`src/design/llhs_pkg.sv`:
```
// ----------------------------------------------------------------------------
// llhs_pkg
// Shared types and constants for the lane line history smoother.
// ----------------------------------------------------------------------------
package llhs_pkg;

  // Field widths
  localparam int RHO_W     = 16;
  localparam int THETA_W   = 15;
  localparam int ENTRY_W   = RHO_W + THETA_W;
  localparam int DEPTH_W   = 5;
  localparam int IN_DATA_W  = 32;
  localparam int OUT_DATA_W = 64;

  // History capacity defaults
  localparam int MAX_HISTORY = 16;
  localparam int DEPTH_RESET = 10;

  // Command queue between front and back
  localparam int QUEUE_DEPTH = 4;

  // Angle windows, Q2.13 radians
  localparam logic [THETA_W-1:0] THETA_LEFT_MAX  = 15'd8578;
  localparam logic [THETA_W-1:0] THETA_RIGHT_MIN = 15'd17158;
  localparam logic [THETA_W-1:0] THETA_PI        = 15'd25736;

  // Side index
  localparam int SIDE_LEFT  = 0;
  localparam int SIDE_RIGHT = 1;

  // One classified item: per side push or drop, plus frame close
  typedef struct packed {
    logic [1:0]                push;
    logic [1:0]                drop;
    logic                      frame_end;
    logic signed [RHO_W-1:0]   rho;
    logic [THETA_W-1:0]        theta;
  } cmd_t;

endpackage

```
`src/design/llhs_ram.sv`:
```
// ----------------------------------------------------------------------------
// llhs_ram
// Generic single write port, single read port RAM with registered read data.
// ----------------------------------------------------------------------------
module llhs_ram #(
  parameter int Width = 8,
  parameter int Depth = 16
) (
  input  logic                                      clk_i,
  input  logic                                      we_i,
  input  logic [((Depth > 1) ? $clog2(Depth) : 1)-1:0] waddr_i,
  input  logic [Width-1:0]                          wdata_i,
  input  logic [((Depth > 1) ? $clog2(Depth) : 1)-1:0] raddr_i,
  output logic [Width-1:0]                          rdata_o
);

  logic [Width-1:0] mem_q [Depth];
  logic [Width-1:0] rdata_q;

  // write port and registered read port
  always_ff @(posedge clk_i) begin
    if (we_i) begin
      mem_q[waddr_i] <= wdata_i;
    end
    rdata_q <= mem_q[raddr_i];
  end

  assign rdata_o = rdata_q;

endmodule

```
`src/design/llhs_div.sv`:
```
// ----------------------------------------------------------------------------
// llhs_div
// Bit-serial restoring divider: unsigned dividend by a narrow unsigned
// divisor, one quotient bit per cycle.
// ----------------------------------------------------------------------------
module llhs_div #(
  parameter int DividendW = 20,
  parameter int DivisorW  = 5
) (
  input  logic                 clk_i,
  input  logic                 rst_ni,
  input  logic                 start_i,
  input  logic [DividendW-1:0] dividend_i,
  input  logic [DivisorW-1:0]  divisor_i,
  output logic                 busy_o,
  output logic [DividendW-1:0] quotient_o
);

  localparam int StepW = $clog2(DividendW + 1);

  logic                 busy_q;
  logic [StepW-1:0]     step_q;
  logic [DividendW-1:0] quo_q, quo_d;
  logic [DivisorW-1:0]  rem_q, rem_d;
  logic [DivisorW-1:0]  dvs_q;

  // one restoring step: shift in next dividend bit, subtract if it fits
  always_comb begin
    logic [DivisorW:0] trial;
    trial = {rem_q, quo_q[DividendW-1]};
    quo_d = {quo_q[DividendW-2:0], 1'b0};
    rem_d = trial[DivisorW-1:0];
    if (trial >= {1'b0, dvs_q}) begin
      rem_d    = DivisorW'(trial - {1'b0, dvs_q});
      quo_d[0] = 1'b1;
    end
  end

  always_ff @(posedge clk_i or negedge rst_ni) begin
    if (!rst_ni) begin
      busy_q <= 1'b0;
      step_q <= '0;
    end else if (start_i) begin
      busy_q <= 1'b1;
      step_q <= StepW'(DividendW);
    end else if (busy_q) begin
      step_q <= step_q - 1'b1;
      if (step_q == StepW'(1)) begin
        busy_q <= 1'b0;
      end
    end
  end

  // datapath, no reset
  always_ff @(posedge clk_i) begin
    if (start_i) begin
      quo_q <= dividend_i;
      rem_q <= '0;
      dvs_q <= divisor_i;
    end else if (busy_q) begin
      quo_q <= quo_d;
      rem_q <= rem_d;
    end
  end

  assign busy_o     = busy_q;
  assign quotient_o = quo_q;

endmodule

```
`src/design/llhs_fifo.sv`:
```
// ----------------------------------------------------------------------------
// llhs_fifo
// Small command queue between the classifying front and the history back.
// ----------------------------------------------------------------------------
module llhs_fifo (
  input  logic          clk_i,
  input  logic          rst_ni,
  input  logic          push_i,
  input  llhs_pkg::cmd_t push_data_i,
  output logic          full_o,
  input  logic          pop_i,
  output logic          valid_o,
  output llhs_pkg::cmd_t pop_data_o
);
  import llhs_pkg::*;

  localparam int PtrW = (QUEUE_DEPTH > 1) ? $clog2(QUEUE_DEPTH) : 1;
  localparam int CntW = $clog2(QUEUE_DEPTH + 1);

  cmd_t            entry_q [QUEUE_DEPTH];
  logic [PtrW-1:0] wr_ptr_q, rd_ptr_q;
  logic [CntW-1:0] fill_q;

  function automatic logic [PtrW-1:0] ptr_inc(input logic [PtrW-1:0] p);
    ptr_inc = (p == PtrW'(QUEUE_DEPTH - 1)) ? '0 : p + 1'b1;
  endfunction

  // pointers and fill level
  always_ff @(posedge clk_i or negedge rst_ni) begin
    if (!rst_ni) begin
      wr_ptr_q <= '0;
      rd_ptr_q <= '0;
      fill_q   <= '0;
    end else begin
      if (push_i) begin
        wr_ptr_q <= ptr_inc(wr_ptr_q);
      end
      if (pop_i) begin
        rd_ptr_q <= ptr_inc(rd_ptr_q);
      end
      if (push_i && !pop_i) begin
        fill_q <= fill_q + 1'b1;
      end else if (pop_i && !push_i) begin
        fill_q <= fill_q - 1'b1;
      end
    end
  end

  // storage
  always_ff @(posedge clk_i) begin
    if (push_i) begin
      entry_q[wr_ptr_q] <= push_data_i;
    end
  end

  assign full_o     = (fill_q == CntW'(QUEUE_DEPTH));
  assign valid_o    = (fill_q != '0);
  assign pop_data_o = entry_q[rd_ptr_q];

endmodule

```
`src/design/llhs_front.sv`:
```
// ----------------------------------------------------------------------------
// llhs_front
// Input side: takes line beats, picks the first left and first right line
// of each frame and turns every beat into a history command.
// ----------------------------------------------------------------------------
module llhs_front (
  input  logic                        clk_i,
  input  logic                        rst_ni,
  input  logic                        s_axis_tvalid,
  output logic                        s_axis_tready,
  input  logic [llhs_pkg::IN_DATA_W-1:0] s_axis_tdata,
  input  logic                        s_axis_tlast,
  input  logic                        s_axis_tuser,
  input  logic                        queue_full_i,
  output logic                        cmd_push_o,
  output llhs_pkg::cmd_t              cmd_o
);
  import llhs_pkg::*;

  logic                     found_l_q, found_r_q;
  logic                     accept;
  logic signed [RHO_W-1:0]  rho;
  logic [THETA_W-1:0]       theta;
  logic                     push_l, push_r;

  assign s_axis_tready = !queue_full_i;
  assign accept        = s_axis_tvalid && s_axis_tready;

  assign rho   = s_axis_tdata[RHO_W-1:0];
  assign theta = s_axis_tdata[RHO_W +: THETA_W];

  // classify: left window wins, right only if left did not take it
  always_comb begin
    push_l = s_axis_tuser && !found_l_q && (theta <= THETA_LEFT_MAX);
    push_r = s_axis_tuser && !found_r_q && !push_l &&
             (theta >= THETA_RIGHT_MIN) && (theta <= THETA_PI);
  end

  // build the command
  always_comb begin
    cmd_o                  = '0;
    cmd_o.push[SIDE_LEFT]  = push_l;
    cmd_o.push[SIDE_RIGHT] = push_r;
    cmd_o.drop[SIDE_LEFT]  = s_axis_tlast && !(found_l_q || push_l);
    cmd_o.drop[SIDE_RIGHT] = s_axis_tlast && !(found_r_q || push_r);
    cmd_o.frame_end        = s_axis_tlast;
    cmd_o.rho              = rho;
    cmd_o.theta            = theta;
  end

  assign cmd_push_o = accept;

  // per frame found flags
  always_ff @(posedge clk_i or negedge rst_ni) begin
    if (!rst_ni) begin
      found_l_q <= 1'b0;
      found_r_q <= 1'b0;
    end else if (accept) begin
      found_l_q <= !s_axis_tlast && (found_l_q || push_l);
      found_r_q <= !s_axis_tlast && (found_r_q || push_r);
    end
  end

endmodule

```
`src/design/llhs_back.sv`:
```
// ----------------------------------------------------------------------------
// llhs_back
// History side: keeps both rings, counts and running sums, trims on a depth
// change and produces the averaged result at frame end.
// ----------------------------------------------------------------------------
module llhs_back #(
  parameter int MaxHistory = llhs_pkg::MAX_HISTORY
) (
  input  logic                          clk_i,
  input  logic                          rst_ni,
  input  logic                          cfg_we_i,
  input  logic [llhs_pkg::DEPTH_W-1:0]  cfg_wdata_i,
  input  logic                          cmd_valid_i,
  input  llhs_pkg::cmd_t                cmd_i,
  output logic                          cmd_pop_o,
  output logic                          m_axis_tvalid,
  input  logic                          m_axis_tready,
  output logic [llhs_pkg::OUT_DATA_W-1:0] m_axis_tdata,
  output logic [1:0]                    m_axis_tuser
);
  import llhs_pkg::*;

  localparam int CntW     = $clog2(MaxHistory + 1);
  localparam int IdxW     = (MaxHistory > 1) ? $clog2(MaxHistory) : 1;
  localparam int SlotW    = CntW + 1;
  localparam int RhoSumW  = RHO_W + $clog2(MaxHistory);
  localparam int ThSumW   = THETA_W + $clog2(MaxHistory);
  localparam int DepthRst = (DEPTH_RESET > MaxHistory) ? MaxHistory : DEPTH_RESET;

  typedef enum logic [2:0] {
    ST_IDLE,
    ST_TRIM,
    ST_UPD,
    ST_DSTART,
    ST_DWAIT
  } state_e;

  state_e                     state_q, state_d;
  cmd_t                       cmd_q;
  logic [CntW-1:0]            depth_q;
  logic [CntW-1:0]            cnt_q     [2];
  logic [CntW-1:0]            cnt_d     [2];
  logic [IdxW-1:0]            oldest_q  [2];
  logic [IdxW-1:0]            oldest_d  [2];
  logic signed [RhoSumW-1:0]  rho_sum_q [2];
  logic signed [RhoSumW-1:0]  rho_sum_d [2];
  logic [ThSumW-1:0]          th_sum_q  [2];
  logic [ThSumW-1:0]          th_sum_d  [2];

  logic [ENTRY_W-1:0]         rdata     [2];
  logic                       ring_we   [2];
  logic [IdxW-1:0]            ring_waddr[2];
  logic [ENTRY_W-1:0]         ring_wdata;

  logic [RhoSumW-1:0]         rho_mag   [2];
  logic [RhoSumW-1:0]         rho_quo   [2];
  logic [ThSumW-1:0]          th_quo    [2];
  logic [3:0]                 div_busy;
  logic                       div_start;

  logic                       trim_need;
  logic                       apply;
  logic                       out_load;
  logic                       out_valid_q;
  logic [OUT_DATA_W-1:0]      out_data_q, out_data_d;
  logic [1:0]                 out_user_q, out_user_d;
  logic [CntW-1:0]            depth_wr;

  assign ring_wdata = {cmd_q.theta, cmd_q.rho};

  // history rings, read port always on the oldest entry
  for (genvar s = 0; s < 2; s++) begin : g_ring
    llhs_ram #(
      .Width (ENTRY_W),
      .Depth (MaxHistory)
    ) u_ring (
      .clk_i   (clk_i),
      .we_i    (ring_we[s]),
      .waddr_i (ring_waddr[s]),
      .wdata_i (ring_wdata),
      .raddr_i (oldest_q[s]),
      .rdata_o (rdata[s])
    );
  end

  // averaging dividers, one per sum
  for (genvar s = 0; s < 2; s++) begin : g_div
    assign rho_mag[s] = rho_sum_q[s][RhoSumW-1] ? RhoSumW'(-rho_sum_q[s])
                                                : RhoSumW'(rho_sum_q[s]);

    llhs_div #(
      .DividendW (RhoSumW),
      .DivisorW  (CntW)
    ) u_div_rho (
      .clk_i      (clk_i),
      .rst_ni     (rst_ni),
      .start_i    (div_start),
      .dividend_i (rho_mag[s]),
      .divisor_i  (cnt_q[s]),
      .busy_o     (div_busy[2*s]),
      .quotient_o (rho_quo[s])
    );

    llhs_div #(
      .DividendW (ThSumW),
      .DivisorW  (CntW)
    ) u_div_theta (
      .clk_i      (clk_i),
      .rst_ni     (rst_ni),
      .start_i    (div_start),
      .dividend_i (th_sum_q[s]),
      .divisor_i  (cnt_q[s]),
      .busy_o     (div_busy[2*s+1]),
      .quotient_o (th_quo[s])
    );
  end

  assign trim_need = (cnt_q[SIDE_LEFT] > depth_q) || (cnt_q[SIDE_RIGHT] > depth_q);
  assign apply     = (state_q == ST_UPD) || (state_q == ST_TRIM);
  assign cmd_pop_o = (state_q == ST_IDLE) && !trim_need && cmd_valid_i;
  assign div_start = (state_q == ST_DSTART);
  assign out_load  = (state_q == ST_DWAIT) && (div_busy == '0) &&
                     (!out_valid_q || m_axis_tready);

  // per side drop of the oldest entry and push of the new line
  always_comb begin
    logic                      drop, push;
    logic [CntW-1:0]           kept;
    logic [IdxW-1:0]           old1;
    logic [SlotW-1:0]          slot;
    logic signed [RHO_W-1:0]   rd_rho;
    logic [THETA_W-1:0]        rd_th;
    logic signed [RhoSumW-1:0] rsum;
    logic [ThSumW-1:0]         tsum;
    for (int s = 0; s < 2; s++) begin
      rd_rho = rdata[s][RHO_W-1:0];
      rd_th  = rdata[s][RHO_W +: THETA_W];
      push   = (state_q == ST_UPD) && cmd_q.push[s];
      drop   = 1'b0;
      if (state_q == ST_UPD) begin
        drop = cmd_q.drop[s] ? (cnt_q[s] != '0) : (push && (cnt_q[s] == depth_q));
      end else if (state_q == ST_TRIM) begin
        drop = (cnt_q[s] > depth_q);
      end

      kept = cnt_q[s] - CntW'(drop);
      old1 = oldest_q[s];
      rsum = rho_sum_q[s];
      tsum = th_sum_q[s];
      if (drop) begin
        old1 = (oldest_q[s] == IdxW'(MaxHistory - 1)) ? '0 : oldest_q[s] + 1'b1;
        rsum = rsum - RhoSumW'(rd_rho);
        tsum = tsum - ThSumW'(rd_th);
      end
      if (push) begin
        rsum = rsum + RhoSumW'(cmd_q.rho);
        tsum = tsum + ThSumW'(cmd_q.theta);
      end

      // free slot behind the kept entries, wrapped once
      slot = SlotW'(old1) + SlotW'(kept);
      if (slot >= SlotW'(MaxHistory)) begin
        slot = slot - SlotW'(MaxHistory);
      end

      ring_we[s]    = push;
      ring_waddr[s] = slot[IdxW-1:0];
      cnt_d[s]      = apply ? kept + CntW'(push) : cnt_q[s];
      oldest_d[s]   = apply ? old1 : oldest_q[s];
      rho_sum_d[s]  = apply ? rsum : rho_sum_q[s];
      th_sum_d[s]   = apply ? tsum : th_sum_q[s];
    end
  end

  // result beat: empty sides report zeros
  always_comb begin
    logic [RhoSumW-1:0] rq;
    logic               vld;
    out_data_d = '0;
    out_user_d = '0;
    for (int s = 0; s < 2; s++) begin
      vld = (cnt_q[s] != '0);
      rq  = rho_sum_q[s][RhoSumW-1] ? RhoSumW'(-rho_quo[s]) : rho_quo[s];
      out_user_d[s] = vld;
      if (vld) begin
        out_data_d[s*ENTRY_W +: RHO_W]           = rq[RHO_W-1:0];
        out_data_d[s*ENTRY_W + RHO_W +: THETA_W] = th_quo[s][THETA_W-1:0];
      end
    end
  end

  // next state
  always_comb begin
    state_d = state_q;
    unique case (state_q)
      ST_IDLE: begin
        if (trim_need) begin
          state_d = ST_TRIM;
        end else if (cmd_valid_i) begin
          state_d = ST_UPD;
        end
      end
      ST_TRIM:   state_d = ST_IDLE;
      ST_UPD:    state_d = cmd_q.frame_end ? ST_DSTART : ST_IDLE;
      ST_DSTART: state_d = ST_DWAIT;
      ST_DWAIT: begin
        if (out_load) begin
          state_d = ST_IDLE;
        end
      end
      default:   state_d = ST_IDLE;
    endcase
  end

  // clamp the written depth into 1..MaxHistory
  always_comb begin
    if (cfg_wdata_i == '0) begin
      depth_wr = CntW'(1);
    end else if (32'(cfg_wdata_i) > 32'(MaxHistory)) begin
      depth_wr = CntW'(MaxHistory);
    end else begin
      depth_wr = CntW'(cfg_wdata_i);
    end
  end

  // state, history bookkeeping and output register
  always_ff @(posedge clk_i or negedge rst_ni) begin
    if (!rst_ni) begin
      state_q     <= ST_IDLE;
      depth_q     <= CntW'(DepthRst);
      out_valid_q <= 1'b0;
      for (int s = 0; s < 2; s++) begin
        cnt_q[s]     <= '0;
        oldest_q[s]  <= '0;
        rho_sum_q[s] <= '0;
        th_sum_q[s]  <= '0;
      end
    end else begin
      state_q <= state_d;
      if (cfg_we_i) begin
        depth_q <= depth_wr;
      end
      for (int s = 0; s < 2; s++) begin
        cnt_q[s]     <= cnt_d[s];
        oldest_q[s]  <= oldest_d[s];
        rho_sum_q[s] <= rho_sum_d[s];
        th_sum_q[s]  <= th_sum_d[s];
      end
      if (out_load) begin
        out_valid_q <= 1'b1;
      end else if (m_axis_tready) begin
        out_valid_q <= 1'b0;
      end
    end
  end

  // payload registers
  always_ff @(posedge clk_i) begin
    if (cmd_pop_o) begin
      cmd_q <= cmd_i;
    end
    if (out_load) begin
      out_data_q <= out_data_d;
      out_user_q <= out_user_d;
    end
  end

  assign m_axis_tvalid = out_valid_q;
  assign m_axis_tdata  = out_data_q;
  assign m_axis_tuser  = out_user_q;

endmodule

```
`src/design/lane_line_history_smoother.sv`:
```
// ----------------------------------------------------------------------------
// lane_line_history_smoother
// Keeps a short history of the left and right lane line per frame and
// reports their averaged rho and theta at every frame end.
// ----------------------------------------------------------------------------
// Usage:
//   Input beats carry one detected line each (tdata: rho, theta; tuser: line
//   present), in vote order; tlast closes the frame. Only the frame-end beat
//   produces an output beat: left and right average rho and theta, with the
//   valid flags of both sides in tuser.
//   Input beats go through a four-entry command queue, so the input side
//   keeps accepting while the history logic works or the output waits.
//   The history logic handles each beat as a read of the oldest ring entry,
//   then the update. A frame-end beat then starts the bit-serial averaging
//   dividers and waits for them to finish before its result is loaded into
//   the output register. A history_depth write below the current fill
//   drops the oldest entries before the next beat is processed.
//   Reset empties both histories and sets the depth to 10; the rings need no
//   clearing pass. When the receiver stalls, the result stays in the output
//   register and the next frame-end beat waits for it to be taken.
// ----------------------------------------------------------------------------
module lane_line_history_smoother #(
  parameter int MaxHistory = llhs_pkg::MAX_HISTORY
) (
  input  logic                            clk_i,
  input  logic                            rst_ni,
  // configuration: history_depth
  input  logic                            cfg_we_i,
  input  logic [llhs_pkg::DEPTH_W-1:0]    cfg_wdata_i,
  // input stream
  input  logic                            s_axis_tvalid,
  output logic                            s_axis_tready,
  input  logic [llhs_pkg::IN_DATA_W-1:0]  s_axis_tdata,  // line_rho, line_theta, pad
  input  logic                            s_axis_tlast,  // frame_end
  input  logic                            s_axis_tuser,  // has_line
  // output stream
  output logic                            m_axis_tvalid,
  input  logic                            m_axis_tready,
  // left_rho_avg, left_theta_avg, right_rho_avg, right_theta_avg, pad
  output logic [llhs_pkg::OUT_DATA_W-1:0] m_axis_tdata,
  output logic [1:0]                      m_axis_tuser   // left_valid, right_valid
);
  import llhs_pkg::*;

  logic cmd_push, queue_full, cmd_valid, cmd_pop;
  cmd_t cmd_in, cmd_out;

  llhs_front u_front (
    .clk_i         (clk_i),
    .rst_ni        (rst_ni),
    .s_axis_tvalid (s_axis_tvalid),
    .s_axis_tready (s_axis_tready),
    .s_axis_tdata  (s_axis_tdata),
    .s_axis_tlast  (s_axis_tlast),
    .s_axis_tuser  (s_axis_tuser),
    .queue_full_i  (queue_full),
    .cmd_push_o    (cmd_push),
    .cmd_o         (cmd_in)
  );

  llhs_fifo u_queue (
    .clk_i       (clk_i),
    .rst_ni      (rst_ni),
    .push_i      (cmd_push),
    .push_data_i (cmd_in),
    .full_o      (queue_full),
    .pop_i       (cmd_pop),
    .valid_o     (cmd_valid),
    .pop_data_o  (cmd_out)
  );

  llhs_back #(
    .MaxHistory (MaxHistory)
  ) u_back (
    .clk_i         (clk_i),
    .rst_ni        (rst_ni),
    .cfg_we_i      (cfg_we_i),
    .cfg_wdata_i   (cfg_wdata_i),
    .cmd_valid_i   (cmd_valid),
    .cmd_i         (cmd_out),
    .cmd_pop_o     (cmd_pop),
    .m_axis_tvalid (m_axis_tvalid),
    .m_axis_tready (m_axis_tready),
    .m_axis_tdata  (m_axis_tdata),
    .m_axis_tuser  (m_axis_tuser)
  );

endmodule

```
`config.mk`:
```
export PLATFORM = sky130hd
export DESIGN_NAME = lane_line_history_smoother
export DESIGN_NICKNAME = d
export VERILOG_FILES = /design/src/design/llhs_pkg.sv /design/src/design/llhs_ram.sv /design/src/design/llhs_div.sv /design/src/design/llhs_fifo.sv /design/src/design/llhs_front.sv /design/src/design/llhs_back.sv /design/src/design/lane_line_history_smoother.sv
export SDC_FILE = /design/constraint.sdc
export NUM_CORES = 2
export LEC_CHECK = 0
export CAP_MARGIN = 20
export CORE_ASPECT_RATIO = 0.6
export CORE_MARGIN = 10
export CORE_UTILIZATION = 50
export DETAILED_ROUTE_END_ITERATION = 12
export DONT_BUFFER_PORTS = 1
export GPL_TIMING_DRIVEN = 0
export PLACE_DENSITY = 0.68
export SLEW_MARGIN = 10
export SYNTH_ARGS = -nofsm -noshare
export SYNTH_HDL_FRONTEND = slang
export SYNTH_SLANG_ARGS = --single-unit
```
`constraint.sdc`:
```
create_clock -name clk_i -period 16.2 [get_ports clk_i]
set_input_delay 1.62 -clock clk_i [delete_from_list [all_inputs] [get_ports clk_i]]
set_output_delay 1.62 -clock clk_i [all_outputs]
set_load 0.05 [all_outputs]
```
==> impl_results.md <==
- Largest cells by area after synthesis: sky130_fd_sc_hd__edfxtp_1 59%, sky130_fd_sc_hd__mux4_2 12%, sky130_fd_sc_hd__dfrtp_1 5.1%
- Share of final-layout standard cells stronger than drive strength 1: 0.1619
- Core Footprint: 133800 sq um
- Number of warnings reported in the yosys synthesis log: 0
- Clock H-tree levels: 4
- Share of the synthesized area in the top cell type: 0.5917
- First-pass iteration count of the detailed router: 9
- Detailed placer's ending HPWL: ~120000 um
- Kind of path behind the tightest hold check: flop to flop
- Effective utilization at floorplan: 0.5023
- Max-capacitance violation count: 0
- Share of the clock period used by the worst path after layout: 0.4262
- Startpoint of the worst register-to-register path: u_back.depth_q[3]$_DFFE_PN1P_
- # placed instances: a little over 6000
- Synthesized instance count: 4230
- Cell variety after synth: 87
- Routed via count: a little under 40000
- Power Density: 222.8 nW/um^2
- Synthesized flop and latch total: approximately 1500
- Simple logic cell fraction of the synthesized area: 0.06471
- Most frequent cells after synthesis: 1324 x sky130_fd_sc_hd__edfxtp_1, 396 x sky130_fd_sc_hd__nand2_1, 346 x sky130_fd_sc_hd__mux4_2
- Synthesized-area fraction occupied by ao, oa, aoi and oai cells: 0.05614
- GR Layer Usage met2: 0.3279
- Mapped Area: between 60000 and 70000 sq um
- Most used cell, CP: sky130_fd_sc_hd__ha_1
- Count of endpoints failing hold in the final timing report: 0
- Pins over their slew limit: 0
- CP startpoint kind: flop
- Post-CTS setup buffers: 0
- Number of antenna violations at the first check in global routing: 3
- Post-synthesis share of cell area spent on full adders, half adders and majority gates: 0.04227
- Critical path arrival: approximately 7.4 ns
- Combined buffer and inverter count along the critical path: 6
- Met3 usage in global routing: 0.05752
- Via count of the first global-routing pass: 37910
- Stages on worst setup path: 21
- Reg2Reg Depth: 21
- Total detailed-routing wirelength: 170800 um
- Slowest stage cell, crit path: sky130_fd_sc_hd__nor2_4
- Critical hold path startpoint: u_back.th_sum_q[37]$_DFFE_PN0P_
- EDFF count, synth: 1324
- Fraction of registers with async set/reset: 0.08938
- Iter 0 DRT Violations: 4714
- Number of remaining DRC errors: 0
- CTS sink count: 1544
- Number of inserted diodes: 0
- Resized cells post-CTS: 0
- Part of the Yosys area used for sequential elements: 0.6676
- Worst reg2reg endpoint: u_back.g_ring[0].u_ring.mem_q[14][13]$_DFFE_PP_
- Clock slew at the register clock pins of the worst setup and hold paths: ~0.060 ns
- Detail Route Antenna Nets: 0
- CTS buffer count: 134
- Number of vias per cell: 6.057
- Cell chosen for the clock root: sky130_fd_sc_hd__clkbuf_16
- Worst Tran Pin Value: between 1 and 1.5 ns
- Final Total Pwr: approximately 17 mW
- Worst vdd rail ir drop: around 0.12 mV
- Routability congestion estimate from global placement: 0.9080
- Most frequent cell after synthesis: sky130_fd_sc_hd__edfxtp_1
- Leading area contributor after synthesis: sky130_fd_sc_hd__edfxtp_1
- Worst hold path endpoint: u_back.th_sum_q[37]$_DFFE_PN0P_
- DR WL/cell: ~27 um
- Multiplexer area fraction after synthesis: 0.1227
- Post-CTS Hold Buffers: 0
- Port-buffer cells: 0
- Fmax: roughly 0.14 GHz
- Most used routing layer: met1
- Hold_ws: 0.4773 ns
- Num ports: between 100 and 150
- Deepest clock path buffer count: 3
- Post-layout minimum cycle time: ~6.9 ns
- Die Area: 149900 sq um
- Post-route design area: roughly 76000 sq um
- Final setup TNS: 0 ns
- TritonCTS clock tree: done
- Chain of cells forming the critical path: inv_1 > ha_1 > and4_1 > and2_1 > a2111oi_2 > clkbuf_4 > nor2_4 > inv_2 > buf_1 > ha_1 > ha_1 > inv_1 > nand2_1 > nand2_1 > ha_1 > nand2_1 > o31a_1 > xnor2_1 > nand3_1 > nor2_4 > buf_16
- Layout Area Growth over Synthesis: 13.27%
- Main combinational cell family by area after synthesis: multiplexers
- Rel. slew slack: 0.2813
- Nets: ~4700
- Post-route clock skew: roughly 0.026 ns
- RSZ-0062 raised after global routing: no
- Number of cells traversed by the worst hold path: 1
- Met1 usage: 0.3371
- Final critical-path setup slack: between 9 and 10 ns
- Clock latency of the later-clocked register in the worst-skew pair: 0.77 ns
- Final cell utilization of the core: 0.5690
- Global-route usage over all layers: 0.2246
- Worst-path fanout max: 17
- Flop-to-flop setup slack: ~9.3 ns
- Stage delay of the slowest cell on the critical path: roughly 0.75 ns
- GRT Residual Overflow: 0
- Start-to-end type of the worst setup path: flop to flop
- Status: completed
- Die Width: slightly below 500 um
- Critical Path RT: approximately 17 ns
- Largest net degree at the start of global routing: approximately 140
- Xor and xnor area share after synthesis: 0.02892
- First-pass GRT wire length: around 250000 um
- Vertical die dimension: between 300 and 400 um
- Prevailing post-synth register cell: sky130_fd_sc_hd__edfxtp_1
- Cell family contributing the most delay on the critical path: simple AND/OR/NAND/NOR gates
- Leakage power of the design: 26.59 nW
- Type of destination of the critical path: flop
- Worst slack at placement: slightly above 9 ns
- Endpoints failing setup: 0
- Finished Layout Cells: 6379
- Mean instance size in the synthesized netlist: between 15 and 20 sq um
- Core Rows: 104
- Placed Instance Area: roughly 72000 sq um
==> worst max-delay path by stage <==
stage                             startpoint                                              end  slack [ns]
6_report       u_back.depth_q[3]$_DFFE_PN1P_  u_back.g_ring[0].u_ring.mem_q[14][13]$_DFFE_PP_        9.30
5_1_grt        u_back.depth_q[3]$_DFFE_PN1P_   u_back.g_ring[0].u_ring.mem_q[14][3]$_DFFE_PP_        9.08
4_1_cts        u_back.depth_q[3]$_DFFE_PN1P_   u_back.g_ring[0].u_ring.mem_q[14][4]$_DFFE_PP_        9.17
3_5_place_dp   u_back.depth_q[3]$_DFFE_PN1P_  u_back.g_ring[0].u_ring.mem_q[14][16]$_DFFE_PP_        9.18
3_3_place_gp   u_back.depth_q[3]$_DFFE_PN1P_  u_back.g_ring[0].u_ring.mem_q[14][17]$_DFFE_PP_        7.46
2_1_floorplan  u_back.depth_q[3]$_DFFE_PN1P_   u_back.g_ring[0].u_ring.mem_q[10][0]$_DFFE_PP_       10.71
==> final cells by class <==
| type | instances | area, sq um |
|---|---|---|
| clock buffer | 192 | 3827 |
| sequential | 1544 | 44860 |
| tap | 1802 | 2255 |
| clock inverter | 51 | 518.0 |
| fill | 10250 | 57660 |
| multi-input combinational | 2375 | 21410 |
| timing repair buffer | 103 | 2053 |
| inverter | 156 | 585.6 |
| buffer | 156 | 600.6 |
==> worst register-to-register path: stages, from the launching register on <==
cell and delay (ns):
sky130_fd_sc_hd__dfstp_2 0.51, sky130_fd_sc_hd__inv_1 0.09, sky130_fd_sc_hd__ha_1 0.32, sky130_fd_sc_hd__and4_1 0.22, sky130_fd_sc_hd__and2_1 0.29, sky130_fd_sc_hd__a2111oi_2 0.46
sky130_fd_sc_hd__clkbuf_4 0.30, sky130_fd_sc_hd__nor2_4 0.07, sky130_fd_sc_hd__inv_2 0.24, sky130_fd_sc_hd__buf_1 0.73, sky130_fd_sc_hd__ha_1 0.31, sky130_fd_sc_hd__ha_1 0.23
sky130_fd_sc_hd__inv_1 0.08, sky130_fd_sc_hd__nand2_1 0.08, sky130_fd_sc_hd__nand2_1 0.19, sky130_fd_sc_hd__ha_1 0.44, sky130_fd_sc_hd__nand2_1 0.08, sky130_fd_sc_hd__o31a_1 0.27
sky130_fd_sc_hd__xnor2_1 0.29, sky130_fd_sc_hd__nand3_1 0.41, sky130_fd_sc_hd__nor2_4 0.75, sky130_fd_sc_hd__buf_16 0.26
==> registers in the layout, summed over array words and instances (netlist names), 3 cells and up <==
| signal | flops |
|---|---|
| u_back.cmd_q | 36 |
| u_back.cnt_q | 10 |
| u_back.depth_q | 5 |
| u_back.g_div.u_div_rho.dvs_q | 10 |
| u_back.g_div.u_div_rho.quotient_o | 40 |
| u_back.g_div.u_div_rho.rem_q | 10 |
| u_back.g_div.u_div_rho.step_q | 10 |
| u_back.g_div.u_div_theta.quotient_o | 38 |
| u_back.g_div.u_div_theta.rem_q | 10 |
| u_back.g_div.u_div_theta.step_q | 10 |
| u_back.g_ring.u_ring.mem_q | 992 |
| u_back.g_ring.u_ring.rdata_o | 62 |
| u_back.m_axis_tdata | 62 |
| u_back.oldest_q | 8 |
| u_back.rho_sum_q | 40 |
| u_back.state_q | 3 |
| u_back.th_sum_q | 38 |
| u_queue.entry_q | 144 |
| u_queue.fill_q | 3 |
==> layer usage <==
layer	wire length, um	part of all wire
met5	0	0
met4	3610	0.021
met3	17750	0.10
met2	74840	0.44
met1	74630	0.44
==> power breakdown <==
group / total (mW) / switching [mW] / internal [mW]
registers: 6.19 / 0.695 / 5.50
logic: 7.53 / 4.40 / 3.14
clock network: 3.23 / 1.45 / 1.78
total: 17.0 / 6.54 / 10.4
==> kinds of logic after synthesis <==
logic type / count (synthesis)
AO/OA/AOI/OAI: 600
XOR/XNOR: 221
adder cells (fa/ha/maj): 218
buffers and inverters: 312
flip-flops: 1544
multiplexers: 388
other: 1
AND/OR/NAND/NOR: 946
==> cell usage in the layout, fill, tap and decap left out, types with 27 or more instances in the layout <==
cell,netlist,final
sky130_fd_sc_hd__nand3_1,27,27
sky130_fd_sc_hd__a21o_1,45,45
sky130_fd_sc_hd__dfrtp_1,136,136
sky130_fd_sc_hd__ha_1,203,203
sky130_fd_sc_hd__clkbuf_1,103,140
sky130_fd_sc_hd__nand2b_1,40,40
sky130_fd_sc_hd__a21oi_1,136,135
sky130_fd_sc_hd__nor3_1,50,50
sky130_fd_sc_hd__nor2_4,1,33
sky130_fd_sc_hd__buf_1,48,48
sky130_fd_sc_hd__xnor2_1,98,98
sky130_fd_sc_hd__nor2b_1,45,45
sky130_fd_sc_hd__edfxtp_1,1324,1324
sky130_fd_sc_hd__nand2_1,396,396
sky130_fd_sc_hd__nor2_1,246,214
sky130_fd_sc_hd__a211oi_1,45,45
sky130_fd_sc_hd__o31ai_1,33,33
sky130_fd_sc_hd__clkbuf_16,0,139
sky130_fd_sc_hd__buf_8,0,29
sky130_fd_sc_hd__inv_1,151,150
sky130_fd_sc_hd__dfxtp_1,82,82
sky130_fd_sc_hd__o21ai_0,192,192
sky130_fd_sc_hd__buf_16,0,35
sky130_fd_sc_hd__xor2_1,122,122
sky130_fd_sc_hd__mux4_2,346,346
Note: power is estimated with default switching activity, not from simulation.
